File: config.mk
export PLATFORM = sky130hd
export DESIGN_NAME = sorted_key_set_table
export DESIGN_NICKNAME = d
export VERILOG_FILES = /design/src/rtl/skst_pkg.sv /design/src/rtl/skst_ram.sv /design/src/rtl/skst_ctrl.sv /design/src/rtl/skst_dp.sv /design/src/rtl/sorted_key_set_table.sv
export SDC_FILE = /design/constraint.sdc
export NUM_CORES = 2
export LEC_CHECK = 0
export BUFFER_PORTS_ARGS = -buffer_cell sky130_fd_sc_hd__buf_2
export CAP_MARGIN = 0
export CORE_MARGIN = 2
export CORE_UTILIZATION = 42
export CTS_CLUSTER_SIZE = 10
export DETAILED_ROUTE_END_ITERATION = 7
export HOLD_SLACK_MARGIN = 0.12
export PLACE_DENSITY = 0.67
export SYNTH_ARGS = -nofsm -noshare
export SYNTH_HDL_FRONTEND = slang
export SYNTH_SLANG_ARGS = --single-unit
File: constraint.sdc
create_clock -name clk -period 7.1 [get_ports clk]
set_input_delay 0.355 -clock clk [delete_from_list [all_inputs] [get_ports clk]]
set_output_delay 0.355 -clock clk [all_outputs]
set_load 0.01 [all_outputs]
File: src/rtl/skst_pkg.sv
`timescale 1ns / 1ps
package skst_pkg;

    localparam int DEPTH    = 64;
    localparam int KEY_BITS = 32;
    localparam int ADDR_W   = $clog2(DEPTH);
    localparam int CNT_W    = ADDR_W + 1;

    localparam logic [2:0] CMD_ADD    = 3'd0;
    localparam logic [2:0] CMD_FIND   = 3'd1;
    localparam logic [2:0] CMD_GET    = 3'd2;
    localparam logic [2:0] CMD_REMOVE = 3'd3;
    localparam logic [2:0] CMD_CLEAR  = 3'd4;

    localparam logic [2:0] ST_OK        = 3'd0;
    localparam logic [2:0] ST_FOUND     = 3'd1;
    localparam logic [2:0] ST_NOT_FOUND = 3'd2;
    localparam logic [2:0] ST_FULL      = 3'd3;
    localparam logic [2:0] ST_OOB       = 3'd4;

    typedef enum logic [3:0] {
        S_IDLE,
        S_DECODE,
        S_SRCH_RD,
        S_SRCH_CMP,
        S_SRCH_END,
        S_GET_RD,
        S_GET_CAP,
        S_SHIFT_CHK,
        S_SHIFT_RD,
        S_SHIFT_WR,
        S_INS_WR,
        S_DONE
    } state_t;

    typedef struct packed {
        logic load;
        logic srch_rd;
        logic srch_upd;
        logic get_rd;
        logic get_cap;
        logic shift_init;
        logic shift_rd;
        logic shift_wr;
        logic ins_wr;
        logic finish;
    } ctrl_t;

    typedef struct packed {
        logic [2:0] cmd;
        logic       srch_done;
        logic       hit;
        logic       room;
        logic       idx_ok;
        logic       shift_done;
    } stat_t;

endpackage

File: src/rtl/skst_ram.sv
`timescale 1ns / 1ps
module skst_ram #(
    parameter int WIDTH = 32,
    parameter int DEPTH = 64
) (
    input  logic                     clk,
    input  logic                     we,
    input  logic [$clog2(DEPTH)-1:0] waddr,
    input  logic [WIDTH-1:0]         wdata,
    input  logic [$clog2(DEPTH)-1:0] raddr,
    output logic [WIDTH-1:0]         rdata
);

    logic [WIDTH-1:0] mem [DEPTH];

    // write port and registered read port
    always_ff @(posedge clk)
    begin
        if (we)
        begin
            mem[waddr] <= wdata;
        end
        rdata <= mem[raddr];
    end

endmodule

File: src/rtl/skst_ctrl.sv
`timescale 1ns / 1ps
module skst_ctrl import skst_pkg::*; (
    input  logic  clk,
    input  logic  rst_n,
    input  logic  start,
    input  stat_t stat,
    output ctrl_t ctrl,
    output logic  busy
);

    state_t state_reg, state_next;

    // hold state
    always_ff @(posedge clk or negedge rst_n)
    begin
        if (!rst_n)
        begin
            state_reg <= S_IDLE;
        end
        else
        begin
            state_reg <= state_next;
        end
    end

    // advance state
    always_comb
    begin
        state_next = state_reg;
        unique case (state_reg)
            S_IDLE:
            begin
                if (start)
                begin
                    state_next = S_DECODE;
                end
            end
            S_DECODE:
            begin
                case (stat.cmd)
                    CMD_ADD, CMD_FIND: state_next = S_SRCH_RD;
                    CMD_GET:           state_next = stat.idx_ok ? S_GET_RD : S_DONE;
                    CMD_REMOVE:        state_next = stat.idx_ok ? S_SHIFT_CHK : S_DONE;
                    default:           state_next = S_DONE;
                endcase
            end
            S_SRCH_RD:  state_next = stat.srch_done ? S_SRCH_END : S_SRCH_CMP;
            S_SRCH_CMP: state_next = S_SRCH_RD;
            S_SRCH_END:
            begin
                if (stat.cmd == CMD_ADD && !stat.hit && stat.room)
                begin
                    state_next = S_SHIFT_CHK;
                end
                else
                begin
                    state_next = S_DONE;
                end
            end
            S_GET_RD:  state_next = S_GET_CAP;
            S_GET_CAP: state_next = S_DONE;
            S_SHIFT_CHK:
            begin
                if (!stat.shift_done)
                begin
                    state_next = S_SHIFT_RD;
                end
                else if (stat.cmd == CMD_ADD)
                begin
                    state_next = S_INS_WR;
                end
                else
                begin
                    state_next = S_DONE;
                end
            end
            S_SHIFT_RD: state_next = S_SHIFT_WR;
            S_SHIFT_WR: state_next = S_SHIFT_CHK;
            S_INS_WR:   state_next = S_DONE;
            S_DONE:     state_next = S_IDLE;
            default:    state_next = S_IDLE;
        endcase
    end

    // drive datapath commands
    always_comb
    begin
        ctrl = '0;
        unique case (state_reg)
            S_IDLE:     ctrl.load = start;
            S_DECODE:   ctrl.shift_init = (stat.cmd == CMD_REMOVE) && stat.idx_ok;
            S_SRCH_RD:  ctrl.srch_rd = !stat.srch_done;
            S_SRCH_CMP: ctrl.srch_upd = 1'b1;
            S_SRCH_END: ctrl.shift_init = (stat.cmd == CMD_ADD) && !stat.hit && stat.room;
            S_GET_RD:   ctrl.get_rd = 1'b1;
            S_GET_CAP:  ctrl.get_cap = 1'b1;
            S_SHIFT_CHK: ;
            S_SHIFT_RD: ctrl.shift_rd = 1'b1;
            S_SHIFT_WR: ctrl.shift_wr = 1'b1;
            S_INS_WR:   ctrl.ins_wr = 1'b1;
            S_DONE:     ctrl.finish = 1'b1;
            default:    ;
        endcase
    end

    assign busy = (state_reg != S_IDLE);

endmodule

File: src/rtl/skst_dp.sv
`timescale 1ns / 1ps
module skst_dp import skst_pkg::*; (
    input  logic                clk,
    input  logic                rst_n,
    input  logic                cfg_we,
    input  logic [CNT_W-1:0]    cfg_wdata,
    input  logic [2:0]          command,
    input  logic [KEY_BITS-1:0] key,
    input  logic [ADDR_W-1:0]   index,
    input  ctrl_t               ctrl,
    output stat_t               stat,
    output logic                done,
    output logic [2:0]          status,
    output logic [CNT_W-1:0]    position,
    output logic [KEY_BITS-1:0] key_out,
    output logic [CNT_W-1:0]    entry_count
);

    logic [CNT_W-1:0]    capacity_reg;
    logic [CNT_W-1:0]    count_reg;
    logic [2:0]          cmd_reg;
    logic [KEY_BITS-1:0] key_reg;
    logic [ADDR_W-1:0]   idx_reg;
    logic [CNT_W-1:0]    lo_reg;
    logic [CNT_W-1:0]    hi_reg;
    logic                hit_reg;
    logic                ins_reg;
    logic [CNT_W-1:0]    dst_reg;
    logic [KEY_BITS-1:0] get_reg;
    logic                done_reg;
    logic [2:0]          status_reg;
    logic [CNT_W-1:0]    position_reg;
    logic [KEY_BITS-1:0] key_out_reg;
    logic [CNT_W-1:0]    count_out_reg;

    logic [CNT_W:0]      mid_sum;
    logic [CNT_W-1:0]    mid;
    logic [CNT_W-1:0]    limit;
    logic                idx_ok;
    logic [CNT_W-1:0]    dst_up;
    logic [CNT_W-1:0]    dst_dn;
    logic                ram_we;
    logic [ADDR_W-1:0]   ram_waddr;
    logic [KEY_BITS-1:0] ram_wdata;
    logic [ADDR_W-1:0]   ram_raddr;
    logic [KEY_BITS-1:0] ram_rdata;
    logic [2:0]          status_next;

    // search midpoint and bounds
    assign mid_sum = {1'b0, lo_reg} + {1'b0, hi_reg};
    assign mid     = mid_sum[CNT_W:1];
    assign limit   = (capacity_reg > CNT_W'(DEPTH)) ? CNT_W'(DEPTH) : capacity_reg;
    assign idx_ok  = {1'b0, idx_reg} < count_reg;
    assign dst_up  = dst_reg + 1'b1;
    assign dst_dn  = dst_reg - 1'b1;

    assign stat.cmd        = cmd_reg;
    assign stat.srch_done  = (lo_reg == hi_reg);
    assign stat.hit        = hit_reg;
    assign stat.room       = count_reg < limit;
    assign stat.idx_ok     = idx_ok;
    assign stat.shift_done = (cmd_reg == CMD_ADD) ? (dst_reg == lo_reg)
                                                  : (dst_up == count_reg);

    // select memory addresses
    always_comb
    begin
        ram_raddr = '0;
        if (ctrl.srch_rd)
        begin
            ram_raddr = mid[ADDR_W-1:0];
        end
        else if (ctrl.get_rd)
        begin
            ram_raddr = idx_reg;
        end
        else if (ctrl.shift_rd)
        begin
            ram_raddr = (cmd_reg == CMD_ADD) ? dst_dn[ADDR_W-1:0] : dst_up[ADDR_W-1:0];
        end
    end

    assign ram_we    = ctrl.shift_wr || ctrl.ins_wr;
    assign ram_waddr = ctrl.ins_wr ? lo_reg[ADDR_W-1:0] : dst_reg[ADDR_W-1:0];
    assign ram_wdata = ctrl.ins_wr ? key_reg : ram_rdata;

    skst_ram #(
        .WIDTH (KEY_BITS),
        .DEPTH (DEPTH)
    ) u_ram (
        .clk   (clk),
        .we    (ram_we),
        .waddr (ram_waddr),
        .wdata (ram_wdata),
        .raddr (ram_raddr),
        .rdata (ram_rdata)
    );

    // hold capacity
    always_ff @(posedge clk or negedge rst_n)
    begin
        if (!rst_n)
        begin
            capacity_reg <= CNT_W'(DEPTH);
        end
        else if (cfg_we)
        begin
            capacity_reg <= cfg_wdata;
        end
    end

    // update entry count
    always_ff @(posedge clk or negedge rst_n)
    begin
        if (!rst_n)
        begin
            count_reg <= '0;
        end
        else if (ctrl.ins_wr)
        begin
            count_reg <= count_reg + 1'b1;
        end
        else if (ctrl.finish && cmd_reg == CMD_CLEAR)
        begin
            count_reg <= '0;
        end
        else if (ctrl.finish && cmd_reg == CMD_REMOVE && idx_ok)
        begin
            count_reg <= count_reg - 1'b1;
        end
    end

    // capture request and run search and shift
    always_ff @(posedge clk)
    begin
        if (ctrl.load)
        begin
            cmd_reg <= command;
            key_reg <= key;
            idx_reg <= index;
            lo_reg  <= '0;
            hi_reg  <= count_reg;
            hit_reg <= 1'b0;
            ins_reg <= 1'b0;
        end
        if (ctrl.srch_upd)
        begin
            if (ram_rdata < key_reg)
            begin
                lo_reg <= mid + 1'b1;
            end
            else
            begin
                hi_reg <= mid;
            end
            if (ram_rdata == key_reg)
            begin
                hit_reg <= 1'b1;
            end
        end
        if (ctrl.shift_init)
        begin
            dst_reg <= (cmd_reg == CMD_ADD) ? count_reg : {1'b0, idx_reg};
        end
        if (ctrl.shift_wr)
        begin
            dst_reg <= (cmd_reg == CMD_ADD) ? dst_dn : dst_up;
        end
        if (ctrl.ins_wr)
        begin
            ins_reg <= 1'b1;
        end
        if (ctrl.get_cap)
        begin
            get_reg <= ram_rdata;
        end
    end

    // form result status
    always_comb
    begin
        case (cmd_reg)
            CMD_ADD:            status_next = (hit_reg || ins_reg) ? ST_OK : ST_FULL;
            CMD_FIND:           status_next = hit_reg ? ST_FOUND : ST_NOT_FOUND;
            CMD_GET, CMD_REMOVE: status_next = idx_ok ? ST_OK : ST_OOB;
            CMD_CLEAR:          status_next = ST_OK;
            default:            status_next = ST_OOB;
        endcase
    end

    // strobe result
    always_ff @(posedge clk or negedge rst_n)
    begin
        if (!rst_n)
        begin
            done_reg <= 1'b0;
        end
        else
        begin
            done_reg <= ctrl.finish;
        end
    end

    // register result fields
    always_ff @(posedge clk)
    begin
        if (ctrl.finish)
        begin
            status_reg    <= status_next;
            position_reg  <= (cmd_reg == CMD_ADD || cmd_reg == CMD_FIND) ? lo_reg : '0;
            key_out_reg   <= (cmd_reg == CMD_GET && idx_ok) ? get_reg : '0;
            count_out_reg <= (cmd_reg == CMD_CLEAR) ? '0
                           : (cmd_reg == CMD_REMOVE && idx_ok) ? count_reg - 1'b1
                           : count_reg;
        end
    end

    assign done        = done_reg;
    assign status      = status_reg;
    assign position    = position_reg;
    assign key_out     = key_out_reg;
    assign entry_count = count_out_reg;

    a_count_bound: assert property (@(posedge clk) disable iff (!rst_n)
        count_reg <= CNT_W'(DEPTH))
        else $error("entry count above depth");

    a_ins_grows: assert property (@(posedge clk) disable iff (!rst_n)
        ctrl.ins_wr |=> count_reg == $past(count_reg) + 1'b1)
        else $error("insert did not grow count");

    a_search_order: assert property (@(posedge clk) disable iff (!rst_n)
        ctrl.srch_upd |-> lo_reg < hi_reg)
        else $error("search step on empty range");

endmodule

File: src/rtl/sorted_key_set_table.sv
`timescale 1ns / 1ps
// Sorted key set table: holds up to min(capacity, 64) distinct 32-bit keys in
// ascending order in one simple dual-port RAM. A request is taken when start is
// high and busy is low; its one result appears on the result ports for exactly
// one cycle with done high and must be taken then, since the block cannot be
// held off. Busy stays high through the decode and finish states plus the memory
// work: add and find run read and compare states per halving step of a binary
// search (up to 7 steps at 64 entries) and an end state, get reads and captures
// the entry, remove passes check, read and write states per moved entry, and add
// of a new key does the same and then writes the insert. The result is strobed in
// the cycle in which busy falls, and a new request can be taken at the end of it.
// Capacity is written through cfg_we and cfg_wdata; the user must do so only while the block is idle (not enforced).
module sorted_key_set_table import skst_pkg::*; (
    input  logic                clk,
    input  logic                rst_n,
    input  logic                cfg_we,
    input  logic [CNT_W-1:0]    cfg_wdata,
    input  logic                start,
    output logic                busy,
    input  logic [2:0]          command,
    input  logic [KEY_BITS-1:0] key,
    input  logic [ADDR_W-1:0]   index,
    output logic                done,
    output logic [2:0]          status,
    output logic [CNT_W-1:0]    position,
    output logic [KEY_BITS-1:0] key_out,
    output logic [CNT_W-1:0]    entry_count
);

    ctrl_t ctrl;
    stat_t stat;

    skst_ctrl u_ctrl (
        .clk   (clk),
        .rst_n (rst_n),
        .start (start),
        .stat  (stat),
        .ctrl  (ctrl),
        .busy  (busy)
    );

    skst_dp u_dp (
        .clk         (clk),
        .rst_n       (rst_n),
        .cfg_we      (cfg_we),
        .cfg_wdata   (cfg_wdata),
        .command     (command),
        .key         (key),
        .index       (index),
        .ctrl        (ctrl),
        .stat        (stat),
        .done        (done),
        .status      (status),
        .position    (position),
        .key_out     (key_out),
        .entry_count (entry_count)
    );

    a_done_idle: assert property (@(posedge clk) disable iff (!rst_n)
        done |-> !busy)
        else $error("result strobe while busy");

    a_done_single: assert property (@(posedge clk) disable iff (!rst_n)
        done |=> !done)
        else $error("result strobe longer than one cycle");

    a_accept_busy: assert property (@(posedge clk) disable iff (!rst_n)
        (start && !busy) |=> busy)
        else $error("request taken without going busy");

endmodule
Word-level counts from Yosys, hierarchy flattened
Memory sizes are Yosys's and may differ from the RTL's. A register that Yosys moved wholly into a read port is not among the register bits.
Index checks and enable logic that the tools add are counted.
{"block": "op_classes", "n_addsub": 6, "n_lt_le_gt_ge": 4, "n_eq_ne": 20, "n_mux": 50, "n_reduce_logical": 20}
{"operator": "$mux W7", "count": 15}
{"operator": "$pmux W4 S10", "count": 1}
{"operator": "$eq A32 B32 Y1", "count": 1}
{"operator": "$lt A32 B32 Y1", "count": 1}
{"operator": "$mux W32", "count": 1}
{"operator": "$mux W6", "count": 5}
{"operator": "$add A7 B1 Y7 const B", "count": 3}
{"operator": "$eq A7 B7 Y1", "count": 3}
{"operator": "$mux W4", "count": 5}
{"operator": "$eq A4 B3 Y1 const B", "count": 4}
{"operator": "$eq A4 B4 Y1 const B", "count": 4}
{"operator": "$mux W1", "count": 16}
{"operator": "$sub A7 B1 Y7 const B", "count": 2}
{"operator": "$pmux W3 S4", "count": 1}
{"operator": "$pmux W4 S3", "count": 1}
{"operator": "$add A7 B7 Y8", "count": 1}
{"operator": "$eq A4 B2 Y1 const B", "count": 2}
{"operator": "$gt A7 B7 Y1 const B", "count": 1}
{"operator": "$logic_and A1 B1 Y1", "count": 7}
{"operator": "$lt A6 B7 Y1", "count": 1}
{"operator": "$lt A7 B7 Y1", "count": 1}
{"operator": "$eq A3 B2 Y1 const B", "count": 2}
{"operator": "$mux W3", "count": 2}
{"operator": "$reduce_or A2 Y1", "count": 3}
{"operator": "13 further kinds", "count": 17}
{"block": "totals", "ff_bits": 164, "mem_bits_rw": 2048, "output_inout_bits": 51, "word_cells": 118, "mem_count": 1}
{"memory": "u_dp.u_ram.mem", "depth": 64, "word_bits": 32, "read_ports": 1, "rd_clocked_by_memory_dff": 1, "wr": 1, "line_no": "skst_ram.sv:14", "text": "logic [WIDTH-1:0] mem [DEPTH];"}

Logic depth before layout (Yosys ltp)
{"block": "depth", "word_depth": 7, "mapped_depth": 16, "mapped_depth_nobuf": 11}

By module
From an unflattened synthesis, not the netlist that was laid out.
{"block": "unflattened", "cells_unflattened": 4089, "area_unflattened_um2": 87435.1}
{"mod": "skst_ram", "instances": 1, "cells_each": 3324, "area_per_inst_um2": 78515.3, "seq_area_each_um2": 62139.6}
{"mod": "skst_dp", "instances": 1, "cells_each": 706, "area_per_inst_um2": 8488.1, "seq_area_each_um2": 4570.6}
{"mod": "skst_ctrl", "instances": 1, "cells_each": 59, "area_per_inst_um2": 431.7, "seq_area_each_um2": 100.1}

Worst setup path before layout
Ideal clock, no wire load.
{"block": "synth_path", "path_type": "reg2reg", "start": "register u_ctrl.state_reg[3]", "end": "memory u_dp.u_ram.mem[0][1] (data pin)", "setup_ns": 0.702, "t_arrival_ns": 4.020, "required_ns": 6.398, "setup_slack_ns": 2.378, "stages_incl_launch_ff": 8, "synth_period_minus_slack_ns": 4.722, "path_cell_list": "dfrtp_1 > clkbuf_1 > nor2b_1 > nand2b_1 > clkbuf_1 > clkbuf_1 > buf_1 > o21ai_0"}
{"block": "synth_between", "elab_chain_len": 3}
{"element": "from (decl)", "line_no": "skst_ctrl.sv:11", "text": "state_t state_reg, state_next;"}
{"element": "from (signal assigned)", "line_no": "skst_ctrl.sv:22", "text": "state_reg <= state_next;"}
{"element": "$eq A4 B4 Y1", "line_no": "skst_ctrl.sv:89", "text": "unique case (state_reg)"}
{"element": "$mux W1", "line_no": "skst_ctrl.sv:89"}
{"element": "$mux W32", "line_no": "skst_dp.sv:85", "text": "assign ram_wdata = ctrl.ins_wr ? key_reg : ram_rdata;"}
{"element": "named net u_dp.ram_wdata[1]", "line_no": "skst_dp.sv:44", "text": "logic [KEY_BITS-1:0] ram_wdata;"}
{"element": "to (decl)", "line_no": "skst_ram.sv:14"}
The timed path passes the listed nets, and every way through them passes these cells.

Final worst setup path
{"block": "layout_path", "start": "register u_dp.dst_reg[0]", "end": "register u_dp.u_ram.rdata[8], read port of u_dp.u_ram.mem"}
{"block": "layout_between", "elab_chain_len": 5}
{"element": "from (decl)", "line_no": "skst_dp.sv:28", "text": "logic [CNT_W-1:0] dst_reg;"}
{"element": "from (signal assigned)", "line_no": "skst_dp.sv:163", "text": "dst_reg <= (cmd_reg == CMD_ADD) ? count_reg : {1'b0, idx_reg};"}
{"element": "from (signal assigned)", "line_no": "skst_dp.sv:167", "text": "dst_reg <= (cmd_reg == CMD_ADD) ? dst_dn : dst_up;"}
{"element": "$add A7 B1 Y7 / $sub A7 B1 Y7 (equally long branches)", "line_no": "skst_dp.sv:54, skst_dp.sv:55"}
{"element": "$mux W6 *", "line_no": "skst_dp.sv:79", "text": "ram_raddr = (cmd_reg == CMD_ADD) ? dst_dn[ADDR_W-1:0] : dst_up[ADDR_W-1:0];"}
{"element": "$mux W6 *", "line_no": "skst_dp.sv:77", "text": "else if (ctrl.shift_rd)"}
{"element": "$mux W6 *", "line_no": "skst_dp.sv:73", "text": "else if (ctrl.get_rd)"}
{"element": "$mux W6 *", "line_no": "skst_dp.sv:69", "text": "if (ctrl.srch_rd)"}
{"element": "to (decl)", "line_no": "skst_ram.sv:11", "text": "output logic [WIDTH-1:0] rdata"}
Every way passes the cells marked *; elsewhere a longest branch is shown, timed or not.
A chain may end at the register's enable or synchronous reset.

==> metrics.md <==
| Metric | Value |
|---|---|
| Status | `completed` |
| CTS buffer count | `277` |
| Peak supply drop | `367 µV` |
| Share of layout cells above drive strength 1 | `0.108` |
| Synth top area share | `0.712` |
| H-Tree Depth | `5` |
| M2 GR Usage | `0.380` |
| Hold Worst Slack | `0.159 ns` |
| Crit-path slowest cell | `a2111oi_1` |
| Synth top area cells | `edfxtp_1, nand2_1, nand3_1` |
| Resize count post-CTS | `0` |
| Clock skew | `0.0714 ns` |
| Initial antenna violation count | `14` |
| Total GRT Usage | `0.250` |
| Worst path required time | `7.94 ns` |
| Drt first pass iters | `8` |
| Largest net degree at the start of global routing | `119` |
| # port buffers | `102` |
| Root Driver | `clkbuf_16` |
| 1st-iter DRT viols | `9,679` |
| Post-synth top area cell | `edfxtp_1` |
| Ports | `103` |
| GRT met1 Usage | `0.343` |
| FF+latch count, synth | `2,244` |
| Synthesized net count | `6,909` |
| Clk_lat worst skew | `0.93 ns` |
| Syn-to-layout area delta | `14.8%` |
| Critical path launch point type | `flip-flop` |
| HP Class | `input port to flip-flop` |
| Setup_tns | `0 ns` |
| Grt total ovfl | `0` |
| Final slew viol count | `0` |
| Syn_area_per_cell | `13.5 µm²` |
| Most Crowded Layer GR | `met2` |
| RSZ-0062 raised after global routing | `no` |
| Critical path class | `flip-flop to flip-flop` |
| Leak pwr | `0.0352 µW` |
| CORE AREA | `217,000 µm²` |
| Minimum clock period | `5.78 ns` |
| Final worst setup slack | `1.32 ns` |
| Slew @ Worst Pin | `1.32 ns` |
| NumNets Final | `7,072` |
| Number of vias per cell | `6.16` |
| Crit path largest cell delay | `1.10 ns` |
| R2r setup slk | `1.32 ns` |
| Post-route DRC violation count | `0` |
| Antenna viol nets, final | `0` |
| Gate count of the mapped netlist | `6,801` |
| Mapped cell area | `91,800 µm²` |
| Worst-path clk slew | `0.06 ns` |
| CP Max Fanout | `48` |
| Initial Utilization | `0.423` |
| Die X | `471 µm` |
| Critical path's top delay family | `compound AO/OA/AOI/OAI gates` |
| Fmax | `173 MHz` |
| Placed cells | `9,470` |
| Library cells used by synthesis | `69` |
| Post-synth top flop | `edfxtp_1` |
| CTS sink count | `2,244` |
| Final Hold Fails | `0` |
| Wire per inst | `28.6 µm` |
| Vias in the first global route | `57,900` |
| Total number of vias | `61,500` |
| Post-synth EDFFs | `2,177` |
| Asr flop ratio synth | `0.00847` |
| Buffers plus inverters on the worst setup path | `5` |
| CTS tree | `built` |
| CP cell instances | `inv_1 -> ha_1 -> o31a_1 -> o21ai_4 -> buf_4 -> a31o_4 -> buf_12 -> buf_4 -> a211oi_1 -> a211oi_1 -> a311oi_1 -> a2111oi_1 -> buf_4 -> and4_1` |
| PwrDens | `450 nW/µm²` |
| RePlAce Congestion | `0.898` |
| Biggest register | `u_dp.u_ram.mem` |
| CP endpoint kind | `flip-flop` |
| Yosys warns | `0` |
| Commonest cells in the netlist | `edfxtp_1, nand2_1, nand3_1, a211oi_1, a311oi_1` |
| Drt total wl | `285,000 µm` |
| Max_slew headroom | `0.114` |
| Setup WS pre-CTS | `1.55 ns` |
| GR Util met3 | `0.0491` |
| First-pass GRT wire length | `408,000 µm` |
| Final setup fails | `0` |
| Fraction of the yosys area taken by sequential cells | `0.728` |
| Final HPWL DP | `155,000 µm` |
| Critical Path AT | `6.61 ns` |
| Die span in y | `471 µm` |
| Row count | `171` |
| DIE AREA | `222,000 µm²` |
| Fin cells | `9,975` |
| Cell repeated most along the worst path | `buf_4` |
| Deepest clock path buffer count | `4` |
| Top-count cell post-synth | `edfxtp_1` |
| Max-cap check violation count | `0` |
| Fin crit share | `0.814` |
| Max FFs per register | `2,048` |
[worst reg2reg max path, cell delays in order (launching register included)]
cell	delay, ns
edfxtp_1	0.56
inv_1	0.11
ha_1	0.37
o31a_1	0.16
o21ai_4	0.26
buf_4	0.54
a31o_4	0.85
buf_12	0.36
buf_4	0.47
a211oi_1	0.14
a211oi_1	0.23
a311oi_1	0.13
a2111oi_1	1.10
buf_4	0.28
and4_1	0.19
[timing repair]
item	4_1_cts	5_1_grt
setup endpoints to repair	0	0
endpoints found under the hold margin	78	0
setup buffers	0	0
hold buffers	69	0
[area by class of cell]
type,count,area [µm²]
antenna,11,27.5
fill,18200,112000
timing repair buffer,382,3120
tap,2854,3570
multi-input combinational,3823,23200
clock inverter,12,136
clock buffer,413,7640
inverter,236,886
sequential,2244,66800
[routing by layer]
metal / up-vias / wire length [µm]
met5: - / 0
met3: 668 / 33400
met2: 4238 / 128000
li1: 26000 / -
met4: 0 / 15000
met1: 30500 / 108000
[kinds of logic after synthesis]
group | count (synthesis) | share of synthesized area
fa+ha+maj | 56 | 0.00772
mux | 259 | 0.0284
xor+xnor | 37 | 0.00353
buf+inv | 734 | 0.0318
simple gates | 2433 | 0.116
flops | 2244 | 0.728
compound gates | 1038 | 0.0848
[layout by cell type (no fill, tap or decap), types with 11 or more instances in the layout]
cell / instances
a2111oi_0: 13
a2111oi_2: 14
a211oi_1: 376
a21o_1: 18
a21oi_1: 99
a311oi_1: 323
a31oi_1: 45
and2_1: 43
and4_1: 34
buf_12: 27
buf_2: 104
buf_4: 182
clkbuf_1: 126
clkbuf_16: 286
dfrtp_1: 18
dfxtp_1: 48
diode_2: 11
dlygate4sd3_1: 69
edfxtp_1: 2177
ha_1: 55
inv_1: 232
mux2i_1: 249
nand2_1: 1373
nand2b_1: 12
nand3_1: 758
nor2_1: 59
nor2_4: 68
nor3_1: 23
o21ai_0: 54
o21ai_4: 33
xnor2_1: 25
xor2_1: 12
[final timing paths]
check | startpoint | end | cells past startpoint
min reg2reg | u_dp.ins_reg$_SDFFE_PP1P_ | u_dp.ins_reg$_SDFFE_PP1P_ | 2
max reg2reg | u_dp.dst_reg[0]$_DFFE_PP_ | u_dp.u_ram.rdata[8]$_DFF_P_ | 14
max | u_dp.dst_reg[0]$_DFFE_PP_ | u_dp.u_ram.rdata[8]$_DFF_P_ | 14
min | key[19] | u_dp.key_reg[19]$_DFFE_PP_ | 2
max in group asynchronous | rst_n | u_dp.capacity_reg[0]$_DFFE_PN0P_ | 4
min in group asynchronous | rst_n | u_dp.capacity_reg[6]$_DFFE_PN1P_ | 3
[power by group]
group          leakage (µW)  total, µW  internal (µW)  switching (µW)
logic                0.0113      17000           4670           12300
clock network       0.00374      12500           7420            5090
registers            0.0202      18000          17400             575
total                0.0352      47500          29500           18000
[metrics by stage]
| stage | utilization | power [µW] | cell area [µm²] |
|---|---|---|---|
| 2_1_floorplan | - | 28500 | 91800 |
| 3_3_place_gp | 0.445 | 34300 | 96700 |
| 3_5_place_dp | 0.446 | 34800 | 96900 |
| 4_1_cts | 0.485 | 47200 | 105000 |
| 5_1_grt | 0.485 | 49100 | 105000 |
| 6_report | 0.485 | 47500 | 105000 |
Power figures use the tool's default switching activity.
